## src/design/sfd_pkg.sv

```systemverilog
// types and constants shared by the stx/etx deframer
package sfd_pkg;

    localparam int unsigned BYTE_W = 8;
    localparam int unsigned KIND_W = 3;
    localparam int unsigned LEN_W  = 16;

    localparam logic [BYTE_W-1:0] STX_BYTE  = 8'h02;
    localparam logic [BYTE_W-1:0] NUL_BYTE  = 8'h00;
    localparam logic [BYTE_W-1:0] ETX_BYTE  = 8'h03;
    localparam logic [BYTE_W-1:0] LEN_LONG  = 8'h80;
    localparam logic [BYTE_W-1:0] LEN_EXT1  = 8'h81;
    localparam logic [BYTE_W-1:0] LEN_EXT2  = 8'h82;

    // header (start, reserved, instruction) plus footer (lrc, etx)
    localparam logic [2:0] FRAME_OVERHEAD = 3'd5;

    typedef enum logic [1:0] {
        PH_HUNT = 2'd0,
        PH_LEN  = 2'd1,
        PH_LENX = 2'd2,
        PH_BODY = 2'd3
    } t_phase;

    typedef enum logic [KIND_W-1:0] {
        K_DATA  = 3'd0,
        K_GOOD  = 3'd1,
        K_LRC   = 3'd2,
        K_ETX   = 3'd3,
        K_SHORT = 3'd4
    } t_kind;

endpackage

```

## src/design/stx_frame_deframer_lrc.sv

```systemverilog
// stx/etx frame deframer with xor lrc check
//
// Input channel: one received byte per request (i_valid / o_ready, i_rx_byte).
// Output channel: zero or one result per input byte (o_valid / i_ready):
// o_kind data byte or verdict, o_instruction of the current frame,
// o_data_byte payload (zero on a verdict), o_last high on the verdict.
// Each input byte is decoded in the cycle it is accepted and its result
// appears on the output register in the following cycle. One byte per
// cycle is sustained while results are taken; the only state carried
// between bytes is the frame decoder (phase, length, position, lrc),
// updated once per accepted byte. Data bytes leave as they arrive; the
// closing verdict says good, lrc mismatch, etx missing or frame too short,
// and downstream drops the data of a bad frame.
// Reset (synchronous, active low) returns the decoder to hunting for a
// start byte and empties the output register.
// When the receiver stalls, the held result stays on the output and o_ready
// drops until it is taken; a new byte is accepted in the same cycle the held
// result is taken.
module stx_frame_deframer_lrc (
    input  logic                        i_clk,
    input  logic                        i_rst_n,
    input  logic                        i_valid,
    output logic                        o_ready,
    input  logic [sfd_pkg::BYTE_W-1:0]  i_rx_byte,
    output logic                        o_valid,
    input  logic                        i_ready,
    output logic [sfd_pkg::KIND_W-1:0]  o_kind,
    output logic [sfd_pkg::BYTE_W-1:0]  o_instruction,
    output logic [sfd_pkg::BYTE_W-1:0]  o_data_byte,
    output logic                        o_last
);
    import sfd_pkg::*;

    t_phase             r_phase,    n_phase;
    logic               r_stx,      n_stx;
    logic [1:0]         r_form,     n_form;
    logic [LEN_W-1:0]   r_flen,     n_flen;
    logic [LEN_W-1:0]   r_pos,      n_pos;
    logic [BYTE_W-1:0]  r_lrc,      n_lrc;
    logic [BYTE_W-1:0]  r_instr,    n_instr;
    logic               r_lrc_ok,   n_lrc_ok;

    logic               r_out_valid;
    t_kind              r_kind;
    logic [BYTE_W-1:0]  r_out_instr;
    logic [BYTE_W-1:0]  r_out_data;
    logic               r_out_last;

    logic               accept;
    logic               res_valid;
    t_kind              res_kind;
    logic [BYTE_W-1:0]  res_data;
    logic               res_last;
    logic [LEN_W:0]     pos_ext;
    logic [LEN_W:0]     flen_ext;
    logic [LEN_W:0]     min_len;
    logic [LEN_W-1:0]   pos_inc;
    logic [LEN_W:0]     form_p1;
    logic [LEN_W:0]     form_p2;

    assign o_ready = !r_out_valid || i_ready;
    assign accept  = i_valid && o_ready;

    always_comb begin
        n_phase   = r_phase;
        n_stx     = r_stx;
        n_form    = r_form;
        n_flen    = r_flen;
        n_pos     = r_pos;
        n_lrc     = r_lrc;
        n_instr   = r_instr;
        n_lrc_ok  = r_lrc_ok;
        res_valid = 1'b0;
        res_kind  = K_DATA;
        res_data  = '0;
        res_last  = 1'b0;

        pos_ext  = {1'b0, r_pos};
        flen_ext = {1'b0, r_flen};
        pos_inc  = r_pos + LEN_W'(1);
        form_p1  = (LEN_W+1)'(r_form) + (LEN_W+1)'(1);
        form_p2  = (LEN_W+1)'(r_form) + (LEN_W+1)'(2);
        min_len  = (LEN_W+1)'(r_form) + (LEN_W+1)'(FRAME_OVERHEAD);

        case (r_phase)
            PH_LEN: begin
                if (i_rx_byte < LEN_LONG || i_rx_byte == LEN_EXT1
                        || i_rx_byte == LEN_EXT2) begin
                    n_lrc = r_lrc ^ i_rx_byte;
                    n_pos = LEN_W'(2);
                    if (i_rx_byte < LEN_LONG) begin
                        n_form = 2'd1;
                        n_flen = LEN_W'(i_rx_byte);
                        // short form: length known now
                        if ((LEN_W+1)'(i_rx_byte) < (LEN_W+1)'(3'd1 + FRAME_OVERHEAD)) begin
                            res_valid = 1'b1;
                            res_kind  = K_SHORT;
                            res_last  = 1'b1;
                            n_phase   = PH_HUNT;
                        end else begin
                            n_phase = PH_BODY;
                        end
                    end else begin
                        n_form  = (i_rx_byte == LEN_EXT1) ? 2'd2 : 2'd3;
                        n_flen  = '0;
                        n_phase = PH_LENX;
                    end
                end else if (i_rx_byte == STX_BYTE || i_rx_byte == NUL_BYTE) begin
                    // bad length byte, re-examined as a start byte
                    n_phase  = PH_LEN;
                    n_stx    = (i_rx_byte == STX_BYTE);
                    n_lrc    = i_rx_byte;
                    n_pos    = LEN_W'(1);
                    n_flen   = '0;
                    n_form   = 2'd0;
                    n_instr  = '0;
                    n_lrc_ok = 1'b0;
                end else begin
                    n_phase = PH_HUNT;
                end
            end
            PH_LENX: begin
                n_flen = {r_flen[LEN_W-BYTE_W-1:0], i_rx_byte};
                n_lrc  = r_lrc ^ i_rx_byte;
                n_pos  = pos_inc;
                if ({1'b0, pos_inc} >= form_p1) begin
                    if ({1'b0, r_flen[LEN_W-BYTE_W-1:0], i_rx_byte} < min_len) begin
                        res_valid = 1'b1;
                        res_kind  = K_SHORT;
                        res_last  = 1'b1;
                        n_phase   = PH_HUNT;
                    end else begin
                        n_phase = PH_BODY;
                    end
                end
            end
            PH_BODY: begin
                n_pos = pos_inc;
                if (pos_ext + (LEN_W+1)'(1) >= flen_ext) begin
                    res_valid = 1'b1;
                    res_last  = 1'b1;
                    n_phase   = PH_HUNT;
                    if (i_rx_byte != ETX_BYTE) begin
                        res_kind = K_ETX;
                    end else if (r_stx && !r_lrc_ok) begin
                        res_kind = K_LRC;
                    end else begin
                        res_kind = K_GOOD;
                    end
                end else if (pos_ext + (LEN_W+1)'(2) == flen_ext) begin
                    // lrc byte: compare against everything before it
                    n_lrc_ok = (r_lrc == i_rx_byte);
                    n_lrc    = r_lrc ^ i_rx_byte;
                end else begin
                    n_lrc = r_lrc ^ i_rx_byte;
                    if (pos_ext == form_p2) begin
                        n_instr = i_rx_byte;
                    end else if (pos_ext != form_p1) begin
                        res_valid = 1'b1;
                        res_kind  = K_DATA;
                        res_data  = i_rx_byte;
                    end
                end
            end
            default: begin
                if (i_rx_byte == STX_BYTE || i_rx_byte == NUL_BYTE) begin
                    n_phase  = PH_LEN;
                    n_stx    = (i_rx_byte == STX_BYTE);
                    n_lrc    = i_rx_byte;
                    n_pos    = LEN_W'(1);
                    n_flen   = '0;
                    n_form   = 2'd0;
                    n_instr  = '0;
                    n_lrc_ok = 1'b0;
                end else begin
                    n_phase = PH_HUNT;
                end
            end
        endcase
    end

    always_ff @(posedge i_clk) begin
        if (!i_rst_n) begin
            r_phase     <= PH_HUNT;
            r_stx       <= 1'b0;
            r_form      <= '0;
            r_flen      <= '0;
            r_pos       <= '0;
            r_lrc       <= '0;
            r_instr     <= '0;
            r_lrc_ok    <= 1'b0;
            r_out_valid <= 1'b0;
        end else begin
            if (accept) begin
                r_phase     <= n_phase;
                r_stx       <= n_stx;
                r_form      <= n_form;
                r_flen      <= n_flen;
                r_pos       <= n_pos;
                r_lrc       <= n_lrc;
                r_instr     <= n_instr;
                r_lrc_ok    <= n_lrc_ok;
                r_out_valid <= res_valid;
            end else if (i_ready) begin
                r_out_valid <= 1'b0;
            end
        end
    end

    // result payload, loaded only when a new result is produced
    always_ff @(posedge i_clk) begin
        if (accept && res_valid) begin
            r_kind      <= res_kind;
            r_out_instr <= n_instr;
            r_out_data  <= res_data;
            r_out_last  <= res_last;
        end
    end

    assign o_valid       = r_out_valid;
    assign o_kind        = r_kind;
    assign o_instruction = r_out_instr;
    assign o_data_byte   = r_out_data;
    assign o_last        = r_out_last;

endmodule

```

## config.mk

```make
export PLATFORM = sky130hd
export DESIGN_NAME = stx_frame_deframer_lrc
export DESIGN_NICKNAME = d
export VERILOG_FILES = /design/src/design/sfd_pkg.sv /design/src/design/stx_frame_deframer_lrc.sv
export SDC_FILE = /design/constraint.sdc
export NUM_CORES = 1
export LEC_CHECK = 0
export BUFFER_PORTS_ARGS = -buffer_cell sky130_fd_sc_hd__clkbuf_2
export CORE_UTILIZATION = 51
export CTS_CLUSTER_SIZE = 24
export DETAILED_ROUTE_END_ITERATION = 6
export PLACE_DENSITY = 0.66
export SETUP_SLACK_MARGIN = 0.5
export SLEW_MARGIN = 30
export SYNTH_ARGS = -nofsm -noshare
export SYNTH_HDL_FRONTEND = slang
export SYNTH_SLANG_ARGS = --single-unit
```

## constraint.sdc

```tcl
create_clock -name i_clk -period 4.2 [get_ports i_clk]
set_input_delay 0.21 -clock i_clk [delete_from_list [all_inputs] [get_ports i_clk]]
set_output_delay 0.21 -clock i_clk [all_outputs]
set_load 0.02 [all_outputs]
```

* Word-level counts from Yosys, hierarchy flattened
Cells that the tools add are included.
Storage, ports and cells: register bits 75, word-level logic and storage cells 125
Cells by class: add/subtract/negate cells 6, equality and inequality tests 16, bitwise gates (word level) 5, mux-type cells 61, order comparisons 5, reduce and logical (&&, ||, !) cells 19
Operators by type and width (number):
- $mux 8 | 9
- $mux 16 | 4
- $pmux 16 s3 | 1
- $pmux 8 s3 | 2
- $pmux 16 s2 | 1
- $mux 2 | 11
- $mux 1 | 20
- $mux 3 | 6
- $add 16x1->17 const B | 1
- $add 16x2->17 const B | 1
- $eq 17x16->1 | 1
- $ge 17x16->1 | 1
- $add 16x1->16 const B | 1
- $eq 16x3->1 | 1
- $eq 8x8->1 const B | 2
- $ge 16x3->1 | 1
- $lt 16x4->1 | 1
- $ne 16x3->1 | 1
- $ne 2x2->1 const B | 5
- $pmux 1 s3 | 3
- $pmux 3 s3 | 1
- $eq 8x2->1 const B | 1
- $eq 8x8->1 | 1
- $logic_not 8->1 | 1
- other kinds (22) | 35

* Depth between registers and ports, before layout
depth after elaboration 8, mapped depth 15, depth with buffers taken out 13

* Worst setup path before layout
No wires, ideal clock.
path type reg-to-reg, start reg r_pos[0], end reg r_out_data[0] (netlist: o_data_byte[0]) (enable), stages on the path, launching flop included 11, setup time 0.411 ns, period minus slack after synthesis 3.878 ns, data required time 3.789 ns, path slack 0.322 ns, data arrival time 3.467 ns, buffers on the path 0, cell sequence dfxtp_1 ha_1 nand3_1 nor3_1 xor2_1 ha_1 nand2_1 or3_1 a211oi_1 o21ai_1 a31oi_1
On the way: longest elaborated chain between the ends 7, elaborated cells between the ends (all ways) 15
RTL lines:
- start, declared | RTL line stx_frame_deframer_lrc.sv:38 | logic [LEN_W-1:0] r_pos, n_pos;
- start signal, assigned | RTL line stx_frame_deframer_lrc.sv:199 | r_pos <= n_pos;
- branches (longest 5 deep; another with $add 16x1->17)
- $pmux 1 s3 * | RTL line stx_frame_deframer_lrc.sv:85 | case (r_phase)
- $logic_and 1x1->1 * | RTL line stx_frame_deframer_lrc.sv:212 | if (accept && res_valid) begin
- end signal, assigned | RTL line stx_frame_deframer_lrc.sv:215 | r_out_data <= res_data;
- end, declared | RTL line stx_frame_deframer_lrc.sv:46 | logic [BYTE_W-1:0] r_out_data;
Every way passes the cells marked *. A chain may end at the register's enable or synchronous reset.

* Worst setup path after layout
start reg r_pos[3], end reg r_out_instr[2] (netlist: o_instruction[2]), data pin
On the way: longest elaborated chain between the ends 5, elaborated cells between the ends (all ways) 9
RTL lines:
- branches (longest 3 deep; another with $add 16x1->17)
- $mux 8 * | RTL line stx_frame_deframer_lrc.sv:139 | if (pos_ext + (LEN_W+1)'(1) >= flen_ext) begin
- $pmux 8 s3 * | RTL line stx_frame_deframer_lrc.sv:85
- via n_instr[2] | RTL line stx_frame_deframer_lrc.sv:40 | logic [BYTE_W-1:0] r_instr, n_instr;
- end signal, assigned | RTL line stx_frame_deframer_lrc.sv:214 | r_out_instr <= n_instr;
- end, declared | RTL line stx_frame_deframer_lrc.sv:45 | logic [BYTE_W-1:0] r_out_instr;
Mark *: on every way through the listed nets, which the timed path passes.

==> reports/metrics.csv <==
metric,value,unit
highest-delay cell along the critical path,dfxtp_1,
ANT cells,0,
Max VDD drop,0.247,mV
critical path arrival,3.66,ns
I/O Buffers,33,
die height,101,µm
via count,4770,
maximum root-to-sink buffer count,2,
critical path's top delay family,compound AO/OA/AOI/OAI gates,
Hold Crit Class,in -> reg,
initial detailed-routing violation count,377,
syn nets,636,
Place WS,0.163,ns
setup TNS,0,ns
# IOs,34,
Num CTS Buffers,9,
RSZ-0062 raised after global routing,false,
Pre-Repair DR Iteration Count,5,
hold path start,i_rx_byte[5],
"Primary FF master, synth",dfxtp_1,
routed wire length,15.1,mm
Final HPWL DP,10.9,mm
max-slew violation count,0,
antenna violations before repair,0,
area share of the largest cell type after synthesis,22.0,%
period utilization,84.7,%
Final #Nets,663,
first-pass GRT wire length,24.0,mm
CTS root buf,clkbuf_8,
"antenna viol nets, final",0,
Yosys reg bits,75,
WP depth,13,
FP Rows,35,
final setup fails,0,
core box area,0.00937,mm²
Avg WL per Cell,19.9,µm
die area,0.0102,mm²
Yosys cell types,62,
post-route insts no fill,756,
YS warnings,0,
Skew-Pair Late Insertion Delay,0.36,ns
Pwr Total,1.48,mW
synth top area cells,"dfxtp_1 (22%), edfxtp_1 (12%), ha_1 (7.3%)",
clock skew,0.0151,ns
"Async S/R FF share, synth",0,%
R2R cell count,13,
Synth area leader,dfxtp_1,
register-to-register setup slack,0.64,ns
Worst Tran Pin Value,0.789,ns
layout cell share with drive strength beyond 1,16.9,%
gpl congestion,0.925,
Die X,101,µm
leakage power,2.13,nW
drt drc,0,
Max-slew headroom,47.1,%
Area Growth Syn to Fin,13.2,%
max_cap viols,0,
number of global-route vias before repair,4391,
"Endpoint, Worst Hold",r_lrc[5],
FF-to-FF End,o_instruction[2],
GRT Total Usage,31.2,%
Critical Path RT,4.30,ns
syn avg cell area,8.39,µm²
crit-path cells,nand2_2 -> nor3_2 -> xor2_1 -> ha_1 -> a21oi_1 -> o21ai_0 -> a41oi_1 -> a211oi_1 -> nand4b_1 -> o41ai_1 -> buf_4 -> nand2_2 -> a22o_1,
total gr overflow,0,
Crit path buffers/inverters,1,
most frequent CP cell,nand2_2,
setup ws final,0.643,ns
largest net degree at the start of global routing,41,
register area share after synthesis,34.1,%
Setup CP Type,reg -> reg,
pwr/cell area,261,mW/mm²
min Tclk post-route,3.56,ns
crit path capture type,flop,
Hold Crit Depth,3,
Crit path largest cell delay,0.55,ns
CP Launch Point,r_pos[3],
final count of hold timing violations,0,
Peak Freq,0.281,GHz
Post-synth EDFFs,20,
CTS tree,yes,
Mapped Cells,595,
Post-Syn Area,0.00499,mm²
Initial Util,53.3,%
Vias/cell,6.31,
placed cells,735,
htree depth,3,
CP max FO,8,
Clock Sinks,75,
Startpoint Class,flop,
Worst-path clk slew,0.09,ns
worst r2r src,r_pos[3],
status,completed,
-- routing by layer --
| layer | GRT usage, % | part of all wire (%) | up-vias | wire [µm] |
|---|---|---|---|---|
| met5 | 0 | 0 | - | 0 |
| met4 | 9.25 | 2.1 | 0 | 315 |
| met3 | 4.85 | 6.9 | 34 | 1050 |
| met2 | 46.4 | 44 | 202 | 6610 |
| met1 | 46.1 | 47 | 2306 | 7110 |
| li1 | - | - | 2228 | - |
-- where the power goes --
part	internal (mW)	switching (mW)	total [mW]
Clock	0.396	0.290	0.686
Sequential	0.736	0.000141	0.736
Combinational	0.0140	0.0407	0.0547
Total	1.15	0.331	1.48
-- cell families after synthesis --
kind of cell    Yosys count  synth area share, %
simple gates            217                 23.7
flops                    75                 34.1
buf+inv                  73                 6.14
compound gates          157                 21.0
mux                       3                0.626
xor+xnor                 41                 7.19
fa+ha+maj                29                 7.27
-- synthesized netlist by cell type, types with 12 or more instances --
cell type and count:
dfxtp_1 55, nor2_1 51, o21ai_0 35, inv_1 34, nand2_1 34, a21oi_1 31, ha_1 29, a22oi_1 25
clkbuf_1 23, xnor2_1 23, edfxtp_1 20, xor2_1 18, nor3_1 17, nor4_1 17, a22o_1 13, nand2b_1 12
nand4_1 12
-- metrics by stage --
stage / util (%) / instance area [µm²] / hold slack, ns
floorplan: - / 5000 / 0.336
global placement: 56.3 / 5280 / 0.455
detailed placement: 56.4 / 5280 / 0.463
CTS: 59.3 / 5550 / 0.246
global route: 60.3 / 5650 / 0.265
finish: 60.3 / 5650 / 0.241
-- worst max path at each step --
| stage | endpoint | slack (ns) |
|---|---|---|
| CTS | o_instruction[7] | 0.50 |
| finish | o_instruction[2] | 0.64 |
| global placement | o_instruction[1] | 0.11 |
| floorplan | o_data_byte[0] | 0.76 |
| detailed placement | o_instruction[2] | 0.16 |
| global route | o_instruction[5] | 0.50 |
-- flip-flops by register name, indices dropped and copies added, names as in the netlist --
| register | flops |
|---|---|
| r_lrc_ok | 1 |
| r_phase | 2 |
| r_lrc | 8 |
| r_instr | 8 |
| r_pos | 16 |
| o_last | 1 |
| o_valid | 1 |
| o_data_byte | 8 |
| r_form | 2 |
| r_flen | 16 |
| o_kind | 3 |
| r_stx | 1 |
| o_instruction | 8 |
-- worst min-delay path: stages --
cell      delay (ns)
clkbuf_2        0.17
nand2_1         0.09
o21ai_0         0.07
-- area by class of cell --
cell class | instances | area, µm²
Clock buffer | 10 | 128
Clock inverter | 6 | 114
Fill cell | 898 | 3720
Inverter | 34 | 128
Multi-Input combinational cell | 447 | 3080
Sequential cell | 75 | 1710
Tap cell | 129 | 161
Timing Repair Buffer | 55 | 330
-- what timing repair did --
item,4_1_cts,5_1_grt
setup buffers,2,3
hold buffers,0,0
endpoints found under the setup margin,51,53
resized for setup,5,21
pin swaps,1,2
hold endpoints to repair,0,0
-- layout by cell type, fill, tap and decap left out, drive strengths merged, types with 10 or more instances in the layout --
cell type | synthesis | final
nand3 | 11 | 11
inv | 34 | 34
nor4 | 19 | 19
a21oi | 31 | 31
nor2b | 10 | 10
nand2 | 35 | 35
a22o | 13 | 13
xnor2 | 23 | 23
nand4 | 13 | 13
clkbuf | 23 | 43
dfxtp | 55 | 55
nor3 | 19 | 19
nand2b | 12 | 12
buf | 16 | 22
ha | 29 | 29
xor2 | 18 | 18
and2 | 10 | 10
edfxtp | 20 | 20
nor2 | 51 | 51
o21ai | 36 | 36
a22oi | 25 | 25
(Power assumes the default switching activity.)
